--- src/design/lpd_pkg.sv ---
// ----------------------------------------------------------------------------
// lpd_pkg
// Shared codes, types and constants for the length-prefix deframer.
// ----------------------------------------------------------------------------
package lpd_pkg;

    // Request opcodes on the input side
    localparam logic [1:0] OP_BYTE  = 2'd0;
    localparam logic [1:0] OP_TICK  = 2'd1;
    localparam logic [1:0] OP_FLUSH = 2'd2;
    localparam logic [1:0] OP_RSVD  = 2'd3;

    // Result kinds
    localparam logic KIND_BYTE  = 1'b0;
    localparam logic KIND_ABORT = 1'b1;

    // Configuration port
    localparam int          ADDR_W        = 3;
    localparam int          DATA_W        = 32;
    localparam logic [ADDR_W-1:0] ADDR_TIMEOUT = 3'd0;
    localparam logic [15:0] TIMEOUT_RESET = 16'd100;
    localparam logic [15:0] IDLE_MAX      = 16'hFFFF;

    typedef struct packed {
        logic [1:0] op;
        logic [7:0] data;
    } cmd_t;

    typedef struct packed {
        logic       kind;
        logic [7:0] byte_value;
        logic       first;
        logic       last;
        logic       dropped_before;
    } res_t;

endpackage

--- src/design/length_prefix_deframer_timeout_core.sv ---
// A request waits in the command queue until the frame logic takes it; its
// result, if any, is then written into the result queue behind the result ports.
// Throughput: one request per cycle while the result queue has room.
// Reset: queues empty, no partial frame, idle count zero, timeout 100 ticks.
// ----------------------------------------------------------------------------
// length_prefix_deframer_timeout_core
// Cut-through length-prefix deframer with inter-byte timeout and flush.
// ----------------------------------------------------------------------------
module length_prefix_deframer_timeout_core
    import lpd_pkg::*;
#(
    parameter int CMD_DEPTH = 2,
    parameter int RES_DEPTH = 2
) (
    input  logic              clk,
    input  logic              rst_n,
    // Input queue side
    input  logic              push,
    output logic              full,
    input  logic [1:0]        op,
    input  logic [7:0]        data,
    // Result queue side
    output logic              empty,
    input  logic              pop,
    output logic              kind,
    output logic [7:0]        byte_value,
    output logic              first,
    output logic              last,
    output logic              dropped_before,
    // Configuration port
    input  logic              psel,
    input  logic              penable,
    input  logic              pwrite,
    input  logic [ADDR_W-1:0] paddr,
    input  logic [DATA_W-1:0] pwdata,
    output logic [DATA_W-1:0] prdata,
    output logic              pready
);

    logic [15:0] timeout_reg;
    logic        cmd_pop;
    logic        cmd_empty;
    cmd_t        cmd;
    res_t        res;

    assign pready = 1'b1;

    always_ff @(posedge clk or negedge rst_n)
    begin
        if (!rst_n)
        begin
            timeout_reg <= TIMEOUT_RESET;
        end
        else if (psel && penable && pwrite && pready && (paddr == ADDR_TIMEOUT))
        begin
            timeout_reg <= pwdata[15:0];
        end
    end

    always_comb
    begin
        prdata = '0;
        if (paddr == ADDR_TIMEOUT)
        begin
            prdata = {{(DATA_W - 16){1'b0}}, timeout_reg};
        end
    end

    lpd_front #(
        .CMD_DEPTH (CMD_DEPTH)
    ) u_front (
        .clk       (clk),
        .rst_n     (rst_n),
        .push      (push),
        .full      (full),
        .op        (op),
        .data      (data),
        .cmd_pop   (cmd_pop),
        .cmd_empty (cmd_empty),
        .cmd       (cmd)
    );

    lpd_back #(
        .RES_DEPTH (RES_DEPTH)
    ) u_back (
        .clk           (clk),
        .rst_n         (rst_n),
        .timeout_ticks (timeout_reg),
        .cmd_empty     (cmd_empty),
        .cmd           (cmd),
        .cmd_pop       (cmd_pop),
        .res_pop       (pop),
        .res_empty     (empty),
        .res           (res)
    );

    assign kind           = res.kind;
    assign byte_value     = res.byte_value;
    assign first          = res.first;
    assign last           = res.last;
    assign dropped_before = res.dropped_before;

endmodule

--- src/design/lpd_fifo.sv ---
// ----------------------------------------------------------------------------
// lpd_fifo
// Small flip-flop queue; push and pop may happen in the same cycle.
// ----------------------------------------------------------------------------
module lpd_fifo #(
    parameter int WIDTH = 8,
    parameter int DEPTH = 2
) (
    input  logic             clk,
    input  logic             rst_n,
    input  logic             push,
    input  logic [WIDTH-1:0] din,
    output logic             full,
    input  logic             pop,
    output logic [WIDTH-1:0] dout,
    output logic             empty
);

    localparam int PW = (DEPTH > 1) ? $clog2(DEPTH) : 1;
    localparam int CW = $clog2(DEPTH + 1);
    localparam logic [PW-1:0] LAST_PTR = PW'(DEPTH - 1);
    localparam logic [CW-1:0] FULL_CNT = CW'(DEPTH);

    logic [WIDTH-1:0] mem_reg [DEPTH];
    logic [PW-1:0]    wr_ptr_reg, wr_ptr_next;
    logic [PW-1:0]    rd_ptr_reg, rd_ptr_next;
    logic [CW-1:0]    count_reg, count_next;
    logic             do_push;
    logic             do_pop;

    assign full    = (count_reg == FULL_CNT);
    assign empty   = (count_reg == '0);
    assign dout    = mem_reg[rd_ptr_reg];
    assign do_push = push && !full;
    assign do_pop  = pop && !empty;

    always_comb
    begin
        wr_ptr_next = wr_ptr_reg;
        rd_ptr_next = rd_ptr_reg;
        count_next  = count_reg;
        if (do_push)
        begin
            wr_ptr_next = (wr_ptr_reg == LAST_PTR) ? '0 : wr_ptr_reg + 1'b1;
        end
        if (do_pop)
        begin
            rd_ptr_next = (rd_ptr_reg == LAST_PTR) ? '0 : rd_ptr_reg + 1'b1;
        end
        if (do_push && !do_pop)
        begin
            count_next = count_reg + 1'b1;
        end
        else if (do_pop && !do_push)
        begin
            count_next = count_reg - 1'b1;
        end
    end

    always_ff @(posedge clk or negedge rst_n)
    begin
        if (!rst_n)
        begin
            wr_ptr_reg <= '0;
            rd_ptr_reg <= '0;
            count_reg  <= '0;
        end
        else
        begin
            wr_ptr_reg <= wr_ptr_next;
            rd_ptr_reg <= rd_ptr_next;
            count_reg  <= count_next;
        end
    end

    always_ff @(posedge clk)
    begin
        if (do_push)
        begin
            mem_reg[wr_ptr_reg] <= din;
        end
    end

endmodule

--- src/design/lpd_front.sv ---
// ----------------------------------------------------------------------------
// lpd_front
// Accepts input requests, drops reserved opcodes and queues the rest.
// ----------------------------------------------------------------------------
module lpd_front
    import lpd_pkg::*;
#(
    parameter int CMD_DEPTH = 2
) (
    input  logic       clk,
    input  logic       rst_n,
    input  logic       push,
    output logic       full,
    input  logic [1:0] op,
    input  logic [7:0] data,
    input  logic       cmd_pop,
    output logic       cmd_empty,
    output cmd_t       cmd
);

    cmd_t cmd_in;
    logic q_push;
    logic q_full;

    // Reserved opcode has no effect: accept and drop it here
    assign q_push = push && (op != OP_RSVD);
    assign full   = q_full;

    always_comb
    begin
        cmd_in.op   = op;
        cmd_in.data = (op == OP_BYTE) ? data : 8'd0;
    end

    lpd_fifo #(
        .WIDTH ($bits(cmd_t)),
        .DEPTH (CMD_DEPTH)
    ) u_cmd_q (
        .clk   (clk),
        .rst_n (rst_n),
        .push  (q_push),
        .din   (cmd_in),
        .full  (q_full),
        .pop   (cmd_pop),
        .dout  (cmd),
        .empty (cmd_empty)
    );

endmodule

--- src/design/lpd_back.sv ---
// ----------------------------------------------------------------------------
// lpd_back
// Frame state machine: tracks length, idle time and timeout; queues results.
// ----------------------------------------------------------------------------
module lpd_back
    import lpd_pkg::*;
#(
    parameter int RES_DEPTH = 2
) (
    input  logic        clk,
    input  logic        rst_n,
    input  logic [15:0] timeout_ticks,
    input  logic        cmd_empty,
    input  cmd_t        cmd,
    output logic        cmd_pop,
    input  logic        res_pop,
    output logic        res_empty,
    output res_t        res
);

    logic [7:0]  bytes_remaining_reg, bytes_remaining_next;
    logic        in_frame_reg, in_frame_next;
    logic [15:0] idle_ticks_reg, idle_ticks_next;

    res_t        res_in;
    logic        needs_res;
    logic        res_push;
    logic        res_full;
    logic        timed_out;
    logic [7:0]  rem_dec;

    assign timed_out = in_frame_reg && (idle_ticks_reg > timeout_ticks);
    assign rem_dec   = bytes_remaining_reg - 8'd1;

    always_comb
    begin
        needs_res = 1'b0;
        unique case (cmd.op)
            OP_BYTE:  needs_res = 1'b1;
            OP_FLUSH: needs_res = in_frame_reg;
            default:  needs_res = 1'b0;
        endcase
    end

    // Advance only when the result, if any, has room
    assign cmd_pop  = !cmd_empty && (!needs_res || !res_full);
    assign res_push = cmd_pop && needs_res;

    always_comb
    begin
        bytes_remaining_next = bytes_remaining_reg;
        in_frame_next        = in_frame_reg;
        idle_ticks_next      = idle_ticks_reg;
        res_in.kind           = KIND_BYTE;
        res_in.byte_value     = cmd.data;
        res_in.first          = 1'b0;
        res_in.last           = 1'b0;
        res_in.dropped_before = 1'b0;
        unique case (cmd.op)
            OP_BYTE:
            begin
                idle_ticks_next       = '0;
                res_in.dropped_before = timed_out;
                if (!in_frame_reg || timed_out)
                begin
                    // Length byte opens a new frame
                    res_in.first = 1'b1;
                    if (cmd.data == 8'd0)
                    begin
                        res_in.last          = 1'b1;
                        in_frame_next        = 1'b0;
                        bytes_remaining_next = timed_out ? 8'd0 : bytes_remaining_reg;
                    end
                    else
                    begin
                        in_frame_next        = 1'b1;
                        bytes_remaining_next = cmd.data;
                    end
                end
                else
                begin
                    bytes_remaining_next = rem_dec;
                    if (rem_dec == 8'd0)
                    begin
                        res_in.last   = 1'b1;
                        in_frame_next = 1'b0;
                    end
                end
            end
            OP_TICK:
            begin
                if (idle_ticks_reg != IDLE_MAX)
                begin
                    idle_ticks_next = idle_ticks_reg + 16'd1;
                end
            end
            OP_FLUSH:
            begin
                // Drop partial frame and report abort
                in_frame_next         = 1'b0;
                bytes_remaining_next  = in_frame_reg ? 8'd0 : bytes_remaining_reg;
                res_in.kind           = KIND_ABORT;
                res_in.byte_value     = 8'd0;
                res_in.dropped_before = 1'b1;
            end
            default:
            begin
                idle_ticks_next = idle_ticks_reg;
            end
        endcase
    end

    always_ff @(posedge clk or negedge rst_n)
    begin
        if (!rst_n)
        begin
            bytes_remaining_reg <= '0;
            in_frame_reg        <= 1'b0;
            idle_ticks_reg      <= '0;
        end
        else if (cmd_pop)
        begin
            bytes_remaining_reg <= bytes_remaining_next;
            in_frame_reg        <= in_frame_next;
            idle_ticks_reg      <= idle_ticks_next;
        end
    end

    lpd_fifo #(
        .WIDTH ($bits(res_t)),
        .DEPTH (RES_DEPTH)
    ) u_res_q (
        .clk   (clk),
        .rst_n (rst_n),
        .push  (res_push),
        .din   (res_in),
        .full  (res_full),
        .pop   (res_pop),
        .dout  (res),
        .empty (res_empty)
    );

    a_frame_has_bytes: assert property (@(posedge clk) disable iff (!rst_n)
        in_frame_reg |-> (bytes_remaining_reg != 8'd0))
        else $error("open frame with no bytes remaining");

    a_abort_needs_frame: assert property (@(posedge clk) disable iff (!rst_n)
        (res_push && (res_in.kind == KIND_ABORT)) |-> in_frame_reg)
        else $error("abort issued with no partial frame");

    a_no_result_overrun: assert property (@(posedge clk) disable iff (!rst_n)
        res_push |-> !res_full)
        else $error("result pushed into full queue");

    a_byte_clears_idle: assert property (@(posedge clk) disable iff (!rst_n)
        (cmd_pop && (cmd.op == OP_BYTE)) |=> (idle_ticks_reg == 16'd0))
        else $error("idle count not cleared by byte");

endmodule

--- config.mk ---
export PLATFORM = sky130hd
export DESIGN_NAME = length_prefix_deframer_timeout_core
export DESIGN_NICKNAME = d
export VERILOG_FILES = /design/src/design/lpd_pkg.sv /design/src/design/length_prefix_deframer_timeout_core.sv /design/src/design/lpd_fifo.sv /design/src/design/lpd_front.sv /design/src/design/lpd_back.sv
export SDC_FILE = /design/constraint.sdc
export NUM_CORES = 1
export LEC_CHECK = 0
export BUFFER_PORTS_ARGS = -buffer_cell sky130_fd_sc_hd__buf_2
export CAP_MARGIN = 20
export CORE_MARGIN = 3
export CORE_UTILIZATION = 50
export CTS_CLUSTER_DIAMETER = 200
export DETAILED_ROUTE_END_ITERATION = 12
export PLACE_DENSITY = 0.85
export SYNTH_ARGS = -nofsm -noshare
export SYNTH_HDL_FRONTEND = slang
export SYNTH_SLANG_ARGS = --single-unit
--- constraint.sdc ---
create_clock -name clk -period 2.4 [get_ports clk]
set_input_delay 0.24 -clock clk [delete_from_list [all_inputs] [get_ports clk]]
set_output_delay 0.24 -clock clk [all_outputs]
set_load 0.005 [all_outputs]
==> reports/qor.txt <==
Synth area leader - edfxtp_1
CP required - 2.67 ns
DRC Markers - 0
Leak Pwr - 2.68 nW
initial drt markers - 412
share of post-route cells with drive strength above 1 - 27.7%
Bufs and invs on worst path - 3
Mapped Avg Cell Area - 10.8 sq um
Arr. time, crit path - 2.80 ns
Rows - 35
Worst-Margin Slew - 0.623 ns
vias in the first global route - 3,708
clk sinks - 93
vias after detailed routing - 3,857
Worst-path clk slew - 0.11 ns
Routed WL - 11,100 um
Fin Hold WS - 0.0669 ns
# setup viols final - 12
slowest CP cell - dfstp_2
run status - complete, but fails checks
fmax - 0.395 GHz
root buffer cell - clkbuf_8
Synth warnings - 0
RR Endpoint - u_back.bytes_remaining_reg[6]
# IOs - 99
Synth top area share - 26.6%
Final period util - 105%
die area - 11,200 sq um
worst-path maximum fanout - 8
Setup crit start kind - flip-flop
port bufs - 65
ys flop type - dfrtp_1
area occupied by multi-input gates - 2250 sq um
Post-synth EDFFs - 44
Area Overhead vs Synth - 19.6%
Filler cells - 720
Initial Util - 52.6%
post-synthesis instance total - 460
CTS H-tree depth - 3
CTS buffer count - 9
max FFs per register - 24
RePlAce Congestion - 0.873
Final Hold Violating Endpoints - 0
TritonRoute pass-1 iters - 6
Register Area - 2550 sq um
top post-synthesis cells by area - edfxtp_1, dfrtp_1, ha_1
RSZ-0062 raised after global routing - yes
min-delay worst type - input port to flip-flop
Worst path max stage delay - 0.55 ns
Die H - 106 um
setup slack after layout - -0.131 ns
R2R cell count - 10
Mapped Area - 4970 sq um
reg-to-reg startpoint - timeout_reg[5]
final net count - 632
Hold Path Sink - timeout_reg[10]
Max IR drop VDD - 0.407 mV
largest net degree at the start of global routing - 50
total track usage - 19.1%
gr ovfl total - 0
Worst-Skew Late Latency - 0.38 ns
crit-path leading delay family - compound AO/OA/AOI/OAI gates
Vias/cell - 5.57
post-DP HPWL - 7760 um
synth unique cells - 58
clock skew - 0.0173 ns
sequential fraction of the synthesis area - 51.3%
Final Power - 6.11 mW
Worst Path Class, Setup - flip-flop to flip-flop
Wirelength per Cell - 16.0 um
Final Slew Violations - 0
clk buf depth - 2
pwr/cell area - 1030 nW/um^2
Core Util, Final - 62.9%
# diodes - 0
Final ANT Viol Nets - 0
first-pass GRT wire length - 17,400 um
initial antenna violation count - 0
worst hold stages - 3
async set or reset register ratio after synthesis - 52.7%
hold path start - pwdata[10]
slew margin rel. - 58.5%
synthesized flop and latch total - 93
CP Capture Type - flip-flop
TritonCTS clock tree - yes
post-layout min period - 2.53 ns
failing checks - negative setup slack
Core Region - 9460 sq um
Max Cap Viol - 0
flop2flop setup slack - -0.13 ns
cells along the critical path - inv_2 -> ha_4 -> nand4_1 -> or3_4 -> a21o_1 -> a41o_4 -> buf_12 -> buf_8 -> mux2i_1 -> a22o_1
Die Wd - 106 um
routing by layer:
| metal | vias up | track usage (%) | share of wire (%) |
|---|---|---|---|
| met3 | 30 | 3.80 | 6.6 |
| met5 | - | 0 | 0 |
| li1 | 1812 | - | - |
| met4 | 0 | 7.12 | 2.4 |
| met2 | 173 | 31.3 | 48 |
| met1 | 1842 | 25.1 | 43 |
final cells by class:
type	count	area share, %
well taps	129	2.71
repair buffers	107	11.6
multi-input cells	324	37.9
flip-flops and latches	93	42.9
inverters	24	1.51
clock buffers	9	2.08
clock inverters	7	1.35
Yosys cell counts, drive strengths merged (12+ instances only):
master	count
buf	26
nor2	37
edfxtp	44
o21ai	25
ha	21
nand4	17
mux2	21
inv	24
dfrtp	46
xor2	13
nand2	35
mux2i	12
and2	29
a21oi	12
what timing repair did:
action / CTS / global route
buffers inserted: 0 / 6
gates resized for setup: 1 / 15
pin swaps: 2 / 10
endpoints found under the hold margin: 34 / 0
hold buffers: 1 / 0
cloned: 0 / 1
setup endpoints to repair: 10 / 14
worst min-delay path, stage by stage:
cell and delay [ns]:
buf_2 0.07, nand2_1 0.04, o21ai_0 0.05
how the worst max path moves through the flow:
| stage | startpoint | depth (start not counted) | slack [ns] | end |
|---|---|---|---|---|
| floorplan | timeout_reg[6] | 10 | 0.02 | u_back.u_res_q.mem_reg[0][1] |
| global placement | timeout_reg[6] | 9 | -0.05 | u_back.bytes_remaining_reg[0] |
| detailed placement | timeout_reg[6] | 9 | -0.12 | u_back.bytes_remaining_reg[0] |
| CTS | timeout_reg[6] | 9 | -0.09 | u_back.bytes_remaining_reg[2] |
| global route | timeout_reg[13] | 10 | -0.25 | u_back.bytes_remaining_reg[6] |
| finish | timeout_reg[5] | 10 | -0.13 | u_back.bytes_remaining_reg[6] |
logic make-up after synthesis:
family                   Yosys count  share of synthesized area, %
flip-flops                        93                          51.3
AO/OA/AOI/OAI                     69                          8.96
XOR/XNOR                          19                          3.35
adder cells (fa/ha/maj)           21                          5.28
multiplexers                      33                          7.40
other                              2                         0.151
buffers and inverters             58                          6.11
AND/OR/NAND/NOR                  165                          17.5
report_power, final:
part           switching [mW]  total, mW  leakage [nW]  internal [mW]
Sequential              0.334       2.50          1.02           2.17
Combinational            1.35       2.53          1.55           1.17
Clock                   0.591       1.09         0.102          0.496
Total                    2.28       6.11          2.68           3.84
metrics by stage:
step                      cells  area (sq um)  TNS [ns]  worst slack [ns]
final                       693          5950    -0.967            -0.131
after global routing        693          5950     -2.23            -0.247
after CTS                   686          5800    -0.516           -0.0908
after detailed placement    669          5580    -0.586            -0.125
after global placement      669          5580    -0.168           -0.0529
after floorplan             475          5040         0            0.0178
placed cells by master (no fill, tap or decap), types with 4 or more instances in the layout:
master,netlist,layout
mux2_2,15,15
or3_1,5,4
o21ai_1,9,9
nor3_1,7,7
nand3_1,6,6
dfrtp_1,46,46
and2_1,29,29
or4_1,5,5
xor2_1,13,13
edfxtp_1,44,44
nor2_1,36,36
buf_4,17,36
o31ai_1,5,5
nand4_1,16,16
ha_1,21,19
inv_1,24,22
o21ai_0,16,16
nand2_1,35,35
mux2i_1,12,12
buf_2,6,65
xnor2_1,6,6
a21oi_1,12,12
nor2b_1,6,6
o22ai_1,4,4
conb_1,2,17
and3_1,5,5
clkbuf_8,0,9
Power figures use the tool's default switching activity.
